`config.mk`:
```
export PLATFORM = sky130hd
export DESIGN_NAME = path_norm_statistics
export DESIGN_NICKNAME = d
export VERILOG_FILES = /design/src/rtl/core/pns_pkg.sv /design/src/rtl/core/path_norm_statistics.sv /design/src/rtl/core/pns_sqrt.sv /design/src/rtl/core/pns_fifo.sv /design/src/rtl/core/pns_front.sv /design/src/rtl/core/pns_back.sv
export SDC_FILE = /design/constraint.sdc
export NUM_CORES = 2
export LEC_CHECK = 0
export BUFFER_PORTS_ARGS = -buffer_cell sky130_fd_sc_hd__buf_2
export CAP_MARGIN = 20
export CELL_PAD_IN_SITES_DETAIL_PLACEMENT = 0
export CELL_PAD_IN_SITES_GLOBAL_PLACEMENT = 2
export CORE_ASPECT_RATIO = 0.8
export CORE_MARGIN = 2
export CORE_UTILIZATION = 45
export DETAILED_ROUTE_END_ITERATION = 10
export GPL_TIMING_DRIVEN = 0
export PLACE_DENSITY_LB_ADDON = 0.15
export SETUP_SLACK_MARGIN = 0.2
export SLEW_MARGIN = 20
export SYNTH_ARGS = -nofsm -noshare
export SYNTH_HDL_FRONTEND = slang
export SYNTH_HIERARCHICAL = 1
export SYNTH_SLANG_ARGS = --single-unit
```
`constraint.sdc`:
```
create_clock -name i_clk -period 41.6 [get_ports i_clk]
set_input_delay 2.08 -clock i_clk [delete_from_list [all_inputs] [get_ports i_clk]]
set_output_delay 2.08 -clock i_clk [all_outputs]
set_load 0.01 [all_outputs]
```
`src/rtl/core/pns_pkg.sv`:
```
// ----------------------------------------------------------------------------
// pns_pkg
// Shared widths, constants and types of the path norm statistics block.
// ----------------------------------------------------------------------------
package pns_pkg;

    localparam int COORD_W    = 24;              // signed Q12.12 coordinate
    localparam int IN_DATA_W  = 3 * COORD_W;     // x, y, z
    localparam int MAG_W      = 24;              // element norm
    localparam int SEG_W      = 25;              // segment length
    localparam int MM_W       = 25;              // min/max trackers
    localparam int NSQ_W      = 48;              // sum of squares, element
    localparam int SSQ_W      = 50;              // sum of squares, segment
    localparam int ROOT_W     = 26;              // root register
    localparam int RAD_W      = 2 * ROOT_W;      // radicand fed to the root unit
    localparam int REM_W      = ROOT_W + 2;      // partial remainder
    localparam int SQ_CYC     = ROOT_W / 2;      // two root digits per cycle
    localparam int SQ_CNT_W   = $clog2(SQ_CYC);
    localparam int LEN_W      = 37;
    localparam int POS_W      = 12;
    localparam int TOT_W      = 13;
    localparam int MAX_POINTS = 4096;
    localparam int CNT_W      = $clog2(MAX_POINTS + 1);
    localparam int IDX_W      = $clog2(MAX_POINTS);
    localparam int QDEPTH     = 2;
    localparam int OUT_W      = LEN_W + 2 * (MAG_W + POS_W) + TOT_W + 1;
    localparam int OUT_DATA_W = ((OUT_W + 7) / 8) * 8;

    // work item handed from front to back
    typedef struct packed {
        logic [COORD_W-1:0] ax;
        logic [COORD_W-1:0] ay;
        logic [COORD_W-1:0] az;
        logic [COORD_W-1:0] dx;
        logic [COORD_W-1:0] dy;
        logic [COORD_W-1:0] dz;
        logic               has_seg;
        logic               last;
    } t_job;

    // result item, first field in the highest bits
    typedef struct packed {
        logic               too_many;
        logic [TOT_W-1:0]   point_total;
        logic [POS_W-1:0]   greatest_pos;
        logic [MAG_W-1:0]   greatest_norm;
        logic [POS_W-1:0]   least_pos;
        logic [MAG_W-1:0]   least_norm;
        logic [LEN_W-1:0]   total_length;
    } t_result;

endpackage

```
`src/rtl/core/path_norm_statistics.sv`:
```
// ----------------------------------------------------------------------------
// path_norm_statistics
// Per-element norm, min/max with first index and polyline length of a
// stream of 3D Q12.12 points; one summary result per path.
// ----------------------------------------------------------------------------
// Each element passes pop, multiply/accumulate, root start, the two-bit-per-cycle
//   root, done and commit; the back end takes a new element only after commit.
// A two-entry queue lets the input accept up to two elements ahead of the back end;
//   a last element waits in commit while the previous summary is not taken.
// Reset (i_rst_n low, synchronous) clears the queue, the path statistics
//   and the output valid flag; no clearing pass is needed.
module path_norm_statistics (
    input  logic                           i_clk,
    input  logic                           i_rst_n,
    input  logic                           s_axis_tvalid,
    output logic                           s_axis_tready,
    input  logic [pns_pkg::IN_DATA_W-1:0]  s_axis_tdata,  // coord_x, coord_y, coord_z
    input  logic                           s_axis_tlast,  // last_point
    output logic                           m_axis_tvalid,
    input  logic                           m_axis_tready,
    // total_length, least_norm, least_pos, greatest_norm, greatest_pos,
    // point_total, too_many, zero fill
    output logic [pns_pkg::OUT_DATA_W-1:0] m_axis_tdata
);
    import pns_pkg::*;

    t_job    front_job;
    t_job    queue_job;
    logic    push;
    logic    pop;
    logic    q_full;
    logic    q_empty;
    t_result result;

    pns_front u_front (
        .i_clk         (i_clk),
        .i_rst_n       (i_rst_n),
        .s_axis_tvalid (s_axis_tvalid),
        .s_axis_tready (s_axis_tready),
        .s_axis_tdata  (s_axis_tdata),
        .s_axis_tlast  (s_axis_tlast),
        .i_full        (q_full),
        .o_push        (push),
        .o_job         (front_job)
    );

    pns_fifo u_queue (
        .i_clk   (i_clk),
        .i_rst_n (i_rst_n),
        .i_push  (push),
        .i_job   (front_job),
        .o_full  (q_full),
        .i_pop   (pop),
        .o_job   (queue_job),
        .o_empty (q_empty)
    );

    pns_back u_back (
        .i_clk    (i_clk),
        .i_rst_n  (i_rst_n),
        .i_empty  (q_empty),
        .i_job    (queue_job),
        .o_pop    (pop),
        .o_valid  (m_axis_tvalid),
        .i_ready  (m_axis_tready),
        .o_result (result)
    );

    assign m_axis_tdata = {{(OUT_DATA_W - OUT_W){1'b0}}, result};

endmodule

```
`src/rtl/core/pns_sqrt.sv`:
```
// ----------------------------------------------------------------------------
// pns_sqrt
// Floor integer square root, digit by digit, two result bits per cycle.
// ----------------------------------------------------------------------------
module pns_sqrt (
    input  logic                      i_clk,
    input  logic                      i_rst_n,
    input  logic                      i_start,
    input  logic [pns_pkg::RAD_W-1:0] i_rad,
    output logic [pns_pkg::ROOT_W-1:0] o_root,
    output logic                      o_done
);
    import pns_pkg::*;

    typedef struct packed {
        logic [REM_W-1:0]  rem;
        logic [ROOT_W-1:0] root;
    } t_sq_state;

    function automatic t_sq_state sq_step(input t_sq_state s, input logic [1:0] pair);
        logic [REM_W+1:0] t_rem;
        logic [REM_W+1:0] trial;
        t_sq_state        r;
        t_rem = {s.rem, pair};
        trial = {2'b00, s.root, 2'b01};
        if (t_rem >= trial) begin
            t_rem  = t_rem - trial;
            r.rem  = t_rem[REM_W-1:0];
            r.root = {s.root[ROOT_W-2:0], 1'b1};
        end else begin
            r.rem  = t_rem[REM_W-1:0];
            r.root = {s.root[ROOT_W-2:0], 1'b0};
        end
        return r;
    endfunction

    logic [RAD_W-1:0]    r_rad;
    logic [REM_W-1:0]    r_rem;
    logic [ROOT_W-1:0]   r_root;
    logic [SQ_CNT_W-1:0] r_cnt;
    logic                r_busy;
    logic                r_done;
    t_sq_state           n_s1;
    t_sq_state           n_s2;

    always_comb begin
        n_s1 = sq_step('{rem: r_rem, root: r_root}, r_rad[RAD_W-1 -: 2]);
        n_s2 = sq_step(n_s1, r_rad[RAD_W-3 -: 2]);
    end

    always_ff @(posedge i_clk) begin
        if (!i_rst_n) begin
            r_busy <= 1'b0;
            r_done <= 1'b0;
            r_cnt  <= '0;
        end else if (i_start) begin
            r_rad  <= i_rad;
            r_rem  <= '0;
            r_root <= '0;
            r_cnt  <= '0;
            r_busy <= 1'b1;
            r_done <= 1'b0;
        end else if (r_busy) begin
            r_rad  <= {r_rad[RAD_W-5:0], 4'b0000};
            r_rem  <= n_s2.rem;
            r_root <= n_s2.root;
            r_cnt  <= r_cnt + 1'b1;
            if (r_cnt == SQ_CNT_W'(SQ_CYC - 1)) begin
                r_busy <= 1'b0;
                r_done <= 1'b1;
            end
        end
    end

    assign o_root = r_root;
    assign o_done = r_done;

endmodule

```
`src/rtl/core/pns_fifo.sv`:
```
// ----------------------------------------------------------------------------
// pns_fifo
// Short job queue between the front and back parts.
// ----------------------------------------------------------------------------
module pns_fifo (
    input  logic          i_clk,
    input  logic          i_rst_n,
    input  logic          i_push,
    input  pns_pkg::t_job i_job,
    output logic          o_full,
    input  logic          i_pop,
    output pns_pkg::t_job o_job,
    output logic          o_empty
);
    import pns_pkg::*;

    localparam int PTR_W = (QDEPTH > 1) ? $clog2(QDEPTH) : 1;
    localparam int QC_W  = $clog2(QDEPTH + 1);

    t_job             r_mem [QDEPTH];
    logic [PTR_W-1:0] r_wr;
    logic [PTR_W-1:0] r_rd;
    logic [QC_W-1:0]  r_cnt;
    logic             push_ok;
    logic             pop_ok;

    assign o_full  = (r_cnt == QC_W'(QDEPTH));
    assign o_empty = (r_cnt == '0);
    assign push_ok = i_push && !o_full;
    assign pop_ok  = i_pop && !o_empty;
    assign o_job   = r_mem[r_rd];

    always_ff @(posedge i_clk) begin
        if (!i_rst_n) begin
            r_wr  <= '0;
            r_rd  <= '0;
            r_cnt <= '0;
        end else begin
            if (push_ok) begin
                r_mem[r_wr] <= i_job;
                r_wr <= (r_wr == PTR_W'(QDEPTH - 1)) ? '0 : r_wr + 1'b1;
            end
            if (pop_ok) begin
                r_rd <= (r_rd == PTR_W'(QDEPTH - 1)) ? '0 : r_rd + 1'b1;
            end
            if (push_ok && !pop_ok) begin
                r_cnt <= r_cnt + 1'b1;
            end else if (pop_ok && !push_ok) begin
                r_cnt <= r_cnt - 1'b1;
            end
        end
    end

endmodule

```
`src/rtl/core/pns_front.sv`:
```
// ----------------------------------------------------------------------------
// pns_front
// Accepts elements, forms absolute components and deltas to the previous
// element, and marks the first element of each path.
// ----------------------------------------------------------------------------
module pns_front (
    input  logic                          i_clk,
    input  logic                          i_rst_n,
    input  logic                          s_axis_tvalid,
    output logic                          s_axis_tready,
    input  logic [pns_pkg::IN_DATA_W-1:0] s_axis_tdata,  // coord_x, coord_y, coord_z
    input  logic                          s_axis_tlast,  // last_point
    input  logic                          i_full,
    output logic                          o_push,
    output pns_pkg::t_job                 o_job
);
    import pns_pkg::*;

    function automatic logic [COORD_W-1:0] abs_val(input logic [COORD_W:0] v);
        logic [COORD_W:0] m;
        m = v[COORD_W] ? (~v + 1'b1) : v;
        return m[COORD_W-1:0];
    endfunction

    logic [COORD_W-1:0] r_px;
    logic [COORD_W-1:0] r_py;
    logic [COORD_W-1:0] r_pz;
    logic               r_in_path;
    logic [COORD_W-1:0] cx;
    logic [COORD_W-1:0] cy;
    logic [COORD_W-1:0] cz;
    logic [COORD_W:0]   ex;
    logic [COORD_W:0]   ey;
    logic [COORD_W:0]   ez;

    assign cx = s_axis_tdata[COORD_W-1:0];
    assign cy = s_axis_tdata[2*COORD_W-1:COORD_W];
    assign cz = s_axis_tdata[3*COORD_W-1:2*COORD_W];

    // sign-extended to one extra bit so deltas cannot wrap
    assign ex = {cx[COORD_W-1], cx};
    assign ey = {cy[COORD_W-1], cy};
    assign ez = {cz[COORD_W-1], cz};

    assign s_axis_tready = !i_full;
    assign o_push        = s_axis_tvalid && !i_full;

    always_comb begin
        o_job.ax      = abs_val(ex);
        o_job.ay      = abs_val(ey);
        o_job.az      = abs_val(ez);
        o_job.dx      = abs_val(ex - {r_px[COORD_W-1], r_px});
        o_job.dy      = abs_val(ey - {r_py[COORD_W-1], r_py});
        o_job.dz      = abs_val(ez - {r_pz[COORD_W-1], r_pz});
        o_job.has_seg = r_in_path;
        o_job.last    = s_axis_tlast;
    end

    always_ff @(posedge i_clk) begin
        if (!i_rst_n) begin
            r_in_path <= 1'b0;
        end else if (o_push) begin
            r_px      <= cx;
            r_py      <= cy;
            r_pz      <= cz;
            r_in_path <= !s_axis_tlast;
        end
    end

endmodule

```
`src/rtl/core/pns_back.sv`:
```
// ----------------------------------------------------------------------------
// pns_back
// Squares and sums components, takes both roots, updates the path
// statistics and holds the result until the output side takes it.
// ----------------------------------------------------------------------------
module pns_back (
    input  logic             i_clk,
    input  logic             i_rst_n,
    input  logic             i_empty,
    input  pns_pkg::t_job    i_job,
    output logic             o_pop,
    output logic             o_valid,
    input  logic             i_ready,
    output pns_pkg::t_result o_result
);
    import pns_pkg::*;

    typedef enum logic [1:0] {
        ST_IDLE,
        ST_SQR,
        ST_ROOT,
        ST_COMMIT
    } t_state;

    t_state             r_state;
    t_job               r_item;
    logic [1:0]         r_step;
    logic [NSQ_W-1:0]   r_pn;
    logic [NSQ_W-1:0]   r_ps;
    logic [NSQ_W-1:0]   r_sn;
    logic [SSQ_W-1:0]   r_ss;
    logic               r_start;
    logic [CNT_W-1:0]   r_count;
    logic [LEN_W-1:0]   r_len;
    logic [MM_W-1:0]    r_min;
    logic [IDX_W-1:0]   r_min_at;
    logic [MM_W-1:0]    r_max;
    logic [IDX_W-1:0]   r_max_at;
    logic               r_ovf;
    logic               r_out_valid;
    t_result            r_out;

    logic [COORD_W-1:0] a_sel;
    logic [COORD_W-1:0] d_sel;
    logic [ROOT_W-1:0]  norm_root;
    logic [ROOT_W-1:0]  seg_root;
    logic               norm_done;
    logic               seg_done;
    logic               out_free;

    logic [MAG_W-1:0]   norm;
    logic [SEG_W-1:0]   seg;
    logic [LEN_W:0]     len_sum;
    logic [LEN_W-1:0]   n_len;
    logic [IDX_W-1:0]   idx;
    logic               full_cnt;
    logic [CNT_W-1:0]   n_count;
    logic               n_ovf;
    logic [MM_W-1:0]    n_min;
    logic [IDX_W-1:0]   n_min_at;
    logic [MM_W-1:0]    n_max;
    logic [IDX_W-1:0]   n_max_at;
    t_result            n_res;

    pns_sqrt u_norm_root (
        .i_clk   (i_clk),
        .i_rst_n (i_rst_n),
        .i_start (r_start),
        .i_rad   ({{(RAD_W - NSQ_W){1'b0}}, r_sn}),
        .o_root  (norm_root),
        .o_done  (norm_done)
    );

    pns_sqrt u_seg_root (
        .i_clk   (i_clk),
        .i_rst_n (i_rst_n),
        .i_start (r_start),
        .i_rad   ({{(RAD_W - SSQ_W){1'b0}}, r_ss}),
        .o_root  (seg_root),
        .o_done  (seg_done)
    );

    assign o_pop    = (r_state == ST_IDLE) && !i_empty;
    assign out_free = !r_out_valid || i_ready;
    assign o_valid  = r_out_valid;
    assign o_result = r_out;

    always_comb begin
        case (r_step)
            2'd0:    begin a_sel = r_item.ax; d_sel = r_item.dx; end
            2'd1:    begin a_sel = r_item.ay; d_sel = r_item.dy; end
            2'd2:    begin a_sel = r_item.az; d_sel = r_item.dz; end
            default: begin a_sel = '0;        d_sel = '0;        end
        endcase
    end

    // statistics update for the element in flight
    always_comb begin
        norm     = norm_root[MAG_W-1:0];
        seg      = seg_root[SEG_W-1:0];
        len_sum  = {1'b0, r_len} + (r_item.has_seg ? (LEN_W + 1)'(seg) : '0);
        n_len    = len_sum[LEN_W] ? {LEN_W{1'b1}} : len_sum[LEN_W-1:0];
        full_cnt = (r_count >= CNT_W'(MAX_POINTS));
        idx      = full_cnt ? IDX_W'(MAX_POINTS - 1) : r_count[IDX_W-1:0];
        n_count  = full_cnt ? r_count : r_count + 1'b1;
        n_ovf    = r_ovf || full_cnt;
        n_min    = r_min;
        n_min_at = r_min_at;
        n_max    = r_max;
        n_max_at = r_max_at;
        if (MM_W'(norm) < r_min) begin
            n_min    = MM_W'(norm);
            n_min_at = idx;
        end
        if (MM_W'(norm) > r_max) begin
            n_max    = MM_W'(norm);
            n_max_at = idx;
        end
        n_res.total_length  = n_len;
        n_res.least_norm    = n_min[MAG_W-1:0];
        n_res.least_pos     = POS_W'(n_min_at);
        n_res.greatest_norm = n_max[MAG_W-1:0];
        n_res.greatest_pos  = POS_W'(n_max_at);
        n_res.point_total   = TOT_W'(n_count);
        n_res.too_many      = n_ovf;
    end

    always_ff @(posedge i_clk) begin
        if (!i_rst_n) begin
            r_state     <= ST_IDLE;
            r_step      <= '0;
            r_start     <= 1'b0;
            r_out_valid <= 1'b0;
            r_count     <= '0;
            r_len       <= '0;
            r_min       <= '1;
            r_min_at    <= '0;
            r_max       <= '0;
            r_max_at    <= '0;
            r_ovf       <= 1'b0;
        end else begin
            // a summary loaded in commit keeps the valid flag up
            if (i_ready && !(r_state == ST_COMMIT && r_item.last)) begin
                r_out_valid <= 1'b0;
            end
            case (r_state)
                ST_IDLE: begin
                    if (!i_empty) begin
                        r_item  <= i_job;
                        r_step  <= '0;
                        r_sn    <= '0;
                        r_ss    <= '0;
                        r_state <= ST_SQR;
                    end
                end
                ST_SQR: begin
                    // product registered, summed in the next cycle
                    r_pn   <= a_sel * a_sel;
                    r_ps   <= d_sel * d_sel;
                    r_step <= r_step + 1'b1;
                    if (r_step != 2'd0) begin
                        r_sn <= r_sn + r_pn;
                        r_ss <= r_ss + SSQ_W'(r_ps);
                    end
                    if (r_step == 2'd3) begin
                        r_start <= 1'b1;
                        r_state <= ST_ROOT;
                    end
                end
                ST_ROOT: begin
                    r_start <= 1'b0;
                    // done flag is stale while start is still pending
                    if (!r_start && norm_done) begin
                        r_state <= ST_COMMIT;
                    end
                end
                ST_COMMIT: begin
                    if (!r_item.last || out_free) begin
                        r_state <= ST_IDLE;
                        if (r_item.last) begin
                            r_out       <= n_res;
                            r_out_valid <= 1'b1;
                            r_count     <= '0;
                            r_len       <= '0;
                            r_min       <= '1;
                            r_min_at    <= '0;
                            r_max       <= '0;
                            r_max_at    <= '0;
                            r_ovf       <= 1'b0;
                        end else begin
                            r_count  <= n_count;
                            r_len    <= n_len;
                            r_min    <= n_min;
                            r_min_at <= n_min_at;
                            r_max    <= n_max;
                            r_max_at <= n_max_at;
                            r_ovf    <= n_ovf;
                        end
                    end
                end
                default: begin
                    r_state <= ST_IDLE;
                end
            endcase
        end
    end

    a_roots_in_step: assert property (@(posedge i_clk) disable iff (!i_rst_n)
        norm_done == seg_done)
        else $error("root units out of step");

    a_ovf_saturated: assert property (@(posedge i_clk) disable iff (!i_rst_n)
        r_ovf |-> (r_count == CNT_W'(MAX_POINTS)))
        else $error("overflow flag without saturated count");

    a_min_le_max: assert property (@(posedge i_clk) disable iff (!i_rst_n)
        (r_count != '0) |-> (r_min <= r_max))
        else $error("minimum norm above maximum norm");

    a_commit_after_root: assert property (@(posedge i_clk) disable iff (!i_rst_n)
        (r_state == ST_COMMIT) && $changed(r_state) |-> $past(norm_done))
        else $error("commit without finished root");

endmodule

```
# --- Word-level counts from Yosys, hierarchy flattened ---
# Memory sizes are Yosys's and may differ from the RTL's. A register that Yosys moved wholly into a read port is not among the register bits.
# Index checks and enable logic that the tools add are counted.
word_totals:
  reg_bits: 748
  latchBits: 0
  ramBits: 292
  mem_bits_ro: 0
  in_bits: 77
  out_inout_bits: 130
  elab_cells: 214
  mem_count: 1
memory_table:
  columns: ["memory", "depth", "word_bits", "read_ports", "rd_clocked_by_memory_dff", "write_ports", "line_no", "source"]
  rows:
  - ["u_queue.r_mem", 2, 146, 1, 1, 1, "pns_fifo.sv:20", "t_job r_mem [QDEPTH];"]
classes:
  add_sub_neg: 24
  mul: 2
  div: 0
  n_lt_le_gt_ge: 7
  eq_ne: 14
  shifts: 0
  mux: 67
  bitwise: 8
  reduce_logical: 47
ops:
  columns: ["op", "n"]
  rows:
  - ["54-bit 2-to-1 mux", 4]
  - ["50-bit 2-to-1 mux", 3]
  - ["24-bit by 1-bit adder with 24-bit output, second input constant", 6]
  - ["24-bit 2-to-1 mux", 6]
  - ["48-bit 2-to-1 mux", 3]
  - ["24-bit inverter", 6]
  - ["24-bit one-hot mux with 3 select lines", 2]
  - ["25-bit 2-to-1 mux", 5]
  - ["30-bit by 28-bit >= comparator with 1-bit output", 4]
  - ["28-bit subtractor", 4]
  - ["52-bit 2-to-1 mux", 2]
  - ["50-bit one-hot mux with 2 select lines", 1]
  - ["24-bit by 24-bit multiplier with 48-bit output", 2]
  - ["48-bit one-hot mux with 2 select lines", 1]
  - ["24-bit by 24-bit subtractor with 25-bit output", 3]
  - ["37-bit 2-to-1 mux", 2]
  - ["12-bit 2-to-1 mux", 5]
  - ["28-bit 2-to-1 mux", 2]
  - ["26-bit 2-to-1 mux", 2]
  - ["50-bit by 48-bit adder with 50-bit output", 1]
  - ["48-bit adder", 1]
  - ["37-bit by 38-bit adder with 38-bit output", 1]
  - ["13-bit 2-to-1 mux", 2]
  - ["24-bit by 25-bit > comparator with 1-bit output", 1]
  - ["27 further kinds", 100]

# --- Logic depth before layout (Yosys ltp) ---
logic_depth:
  ltp_word: 8
  mapped_depth: 37
  depth_no_buf: 33

# --- Hierarchy ---
# Netlist, hierarchy kept.
by_module_without_submodules:
  columns: ["mod", "n_inst", "cells_per_inst", "area_each_um2", "seq_area_each_um2"]
  rows:
  - ["pns_back", 1, 6374, 62117.1, 16445.8]
  - ["pns_fifo", 1, 479, 10762.8, 8868.5]
  - ["pns_front", 1, 1126, 9290.2, 2182.1]
  - ["pns_sqrt at u_back.u_norm_root", 1, 859, 8371.8, 3303.2]
  - ["pns_sqrt at u_back.u_seg_root", 1, 861, 8170.3, 3303.2]
  - ["path_norm_statistics", 1, 6, 41.3, 0.0]

# --- Worst setup path after synthesis ---
# No wires, ideal clock.
synth_timing:
  kind: "input-to-reg"
  from: "input s_axis_tvalid"
  to: "memory u_queue/r_mem[0][0] in the netlist's numbering, enable pin"
  setup_ns: 1.059
  t_arrival_ns: 17.252
  t_required_ns: 40.541
  path_slack_ns: 23.288
  stages: 3
  path_buffers: 0
  cell_sequence: "nor2b_1 inv_1 nor4b_1"
synth_via:
  elab_chain_cells: 5
synth_lines:
  columns: ["element", "line_no", "source"]
  rows:
  - ["start, declared", "path_norm_statistics.sv:15", "input logic s_axis_tvalid,"]
  - ["1-bit logical AND", "pns_front.sv:46", "assign o_push = s_axis_tvalid && !i_full;"]
  - ["1-bit logical AND", "pns_fifo.sv:29", "assign push_ok = i_push && !o_full;"]
  - ["1-bit 2-to-1 mux", "pns_fifo.sv:39", "if (push_ok) begin"]
  - ["1-bit 2-to-1 mux", "pns_fifo.sv:34", "if (!i_rst_n) begin"]
  - ["1-bit 2-to-1 mux (implied by the code)", "pns_fifo.sv:40", "r_mem[r_wr] <= i_job;"]
  - ["end, declared", "pns_fifo.sv:20", null]
# No other way between the ends.

# --- Worst setup path after layout ---
layout_timing:
  from: "register u_back.r_step[0]"
  to: "register u_back.r_ps[47] (data pin)"
layout_via:
  elab_chain_cells: 3
  elab_cells_between_ends: 5
  cone_classes: "mul: 1; eq/ne: 2; mux: 1; reduce/logical: 1"
layout_lines:
  columns: ["element", "line_no", "source"]
  rows:
  - ["start, declared", "pns_back.sv:27", "logic [1:0] r_step;"]
  - ["start signal, assigned", "pns_back.sv:160", "r_step <= r_step + 1'b1;"]
  - ["2-bit equality test, or another cell as far along", "pns_back.sv:89", "case (r_step)"]
  - ["24-bit one-hot mux with 3 select lines *", "pns_back.sv:89", null]
  - ["24-bit by 24-bit multiplier with 48-bit output *", "pns_back.sv:159", "r_ps <= d_sel * d_sel;"]
  - ["end signal, assigned", "pns_back.sv:159", null]
  - ["end, declared", "pns_back.sv:29", "logic [NSQ_W-1:0] r_ps;"]
# Mark *: on every way between the ends. The rest lies on a longest branch, timed or not.
# A chain may end at the register's enable or synchronous reset.

==> results.md <==
- Run status: finished clean
- CTS tree: built
- Worst-Skew Late Latency: 0.85 ns
- Final setup violation count: 0
- Clock skew: 0.0962 ns
- Crit path time final: approximately 12 ns
- Core area: roughly 0.22 mm2
- Critical Path RT: roughly 42 ns
- Resize count post-CTS: 0
- Clock buffer count from CTS: 142
- Critical path peak fanout: 10
- CP endpoint kind: register
- Grt met1 use: 40.6%
- H-tree levels: 4
- Vias: roughly 73,000
- Die X: 528 um
- Max cap viols: 0
- DRT antenna net count: 0
- Total Nets Final: 11,800
- Core Rows: 153
- Mapped Area: ~0.099 mm2
- Drt via density: 5.55
- RR Startpoint: u_back/r_step[0]
- Number of synthesis warnings: 6
- Pins Over Slew Limit: 0
- Initial antenna violation count: 7
- Fillers: 20,000
- Period Utilization, post-route: 30.0%
- F_max: 80.2 MHz
- CP Data Arrival Time: 13.01 ns
- GRT busiest layer: met1
- Reg2Reg Setup Slack: 29.13 ns
- PortBufs: 201
- GRT Util Overall: a little over a quarter
- Post-DR wirelength/cell: between 20 and 25 um
- Share of layout cells above drive strength 1: 9.81%
- Initial Util: 45.4%
- Setup TNS Final: 0 ns
- Crit. Startpoint: u_back/r_step[0]
- Vias in the first global route: 73,800
- Critical Path Max Stage Delay: between 0.8 and 0.9 ns
- Setup crit end: u_back/r_ps[47]
- CTS Buffer Depth: 4
- Worst-Margin Slew: about 1.2 ns
- First-pass GRT wire length: 454 mm
- Final WL: 298 mm
- Residual DRC count: 0
- Reg2reg end: u_back/r_ps[47]
- Routability cong.: approximately 0.94
- Startpoint types: register
- Syn Inst Count: 9,701
- Area Overhead vs Synth: 10.1%
- Critical path type: reg2reg
- Die Y: approximately 420 um
- First-pass DRT Iterations: 6
- First DRT Iteration DRCs: 7,006
- Cells on worst reg2reg path: 36
- Hold buffers post-CTS: 0
- GRT overflow: 0
- Post-CTS Repair Setup Buffers: 0
- Final hold vios: 0
- Ports: 207
- HPWL Detailed: ~240 mm
- GR Util met2: 39.6%
- Sink Count: approximately 1,200
- Pin count of the biggest net entering global routing: 57
- Worst-path clk slew: 0.06 ns
- Global routing usage on met3: 4.61%
- Avg Cell Area, Syn: a little over 10 um2
- Slew HR: 22.5%
- Slowest-stage cell, CP: o31ai_1
- Root Buffer: clkbuf_16
- Unrepaired setup endpoints after global routing: no
- Hold crit path type: reg2reg
- Die ar.: roughly 0.22 mm2
- CP dominant cell by count: inv_1
[stage by stage]
step | hold slack [ns] | utilization, % | worst slack (ns) | cells | cell area [um2]
2_1_floorplan | 0.429 | - | 23.29 | 9710 | 98700
3_3_place_gp | 0.443 | 47.5 | 13.03 | 12800 | 103000
3_5_place_dp | 0.447 | 47.8 | 29.28 | 12800 | 104000
4_1_cts | 0.455 | 49.9 | 29.26 | 13100 | 109000
5_1_grt | 0.466 | 49.9 | 28.55 | 13100 | 109000
6_report | 0.455 | 49.9 | 29.13 | 13100 | 109000
[metal layers]
layer	up-vias	wire length [um]
li1	33700	-
met1	36300	141000
met4	0	6330
met2	2455	127000
met3	332	23600
met5	-	0
[registers in the layout, summed over array words and instances, names as in the netlist, 47 cells and up, named ones only]
name	flops
u_back/u_seg_root/r_rad	52
u_back/r_ss	50
u_back/u_norm_root/r_rad	52
u_back/r_item	146
u_back/r_ps	47
u_back/r_pn	47
u_queue/r_mem	292
u_back/r_sn	48
u_back/o_result	123
[worst max-delay path: cells and delay by family (launching register included)]
kind | cells | cell delay (ns)
adders and majority gates | 9 | 4.13
buffers and inverters | 14 | 3.32
AOI/OAI and AO/OA | 6 | 2.41
and+or+nand+nor | 6 | 1.87
DFF | 1 | 0.34
xor gates and xnor gates | 1 | 0.15
[layout by cell type (no fill, tap or decap), types with 275 or more instances in the layout]
cell type / count
nor2_1: 662
fa_1: 868
inv_1: 1527
ha_1: 711
nand2_1: 848
edfxtp_1: 1037
a21oi_1: 520
clkbuf_1: 275
o21ai_0: 343
xnor2_1: 337
[worst min-delay path by stage]
| stage | startpoint | depth (start not counted) | slack (ns) | endpoint |
|---|---|---|---|---|
| 2_1_floorplan | u_back/r_ovf | 2 | 0.43 | u_back/r_ovf |
| 3_3_place_gp | u_back/r_max[4] | 2 | 0.44 | u_back/r_max[4] |
| 3_5_place_dp | u_back/r_max[12] | 2 | 0.45 | u_back/r_max[12] |
| 4_1_cts | u_back/r_max[12] | 2 | 0.45 | u_back/r_max[12] |
| 5_1_grt | u_back/r_max[9] | 2 | 0.47 | u_back/r_max[9] |
| 6_report | u_back/r_max[12] | 2 | 0.45 | u_back/r_max[12] |
[layout make-up]
cell class                      instances  area, um2  share of cell area [%]
Antenna cell                            2       5.00                 0.00460
Buffer                                397       1880                    1.73
Clock buffer                          166       3770                    3.46
Clock inverter                         80        797                   0.733
Inverter                             1540       5780                    5.32
Multi-Input combinational cell       6589      57100                    52.5
Sequential cell                      1184      34100                    31.4
Tap cell                             2867       3590                    3.30
Timing Repair Buffer                  272       1740                    1.60
Power is left out: the tool's default activity adds up to more than one toggle a clock period on the data nets, which glitch-free logic cannot reach.
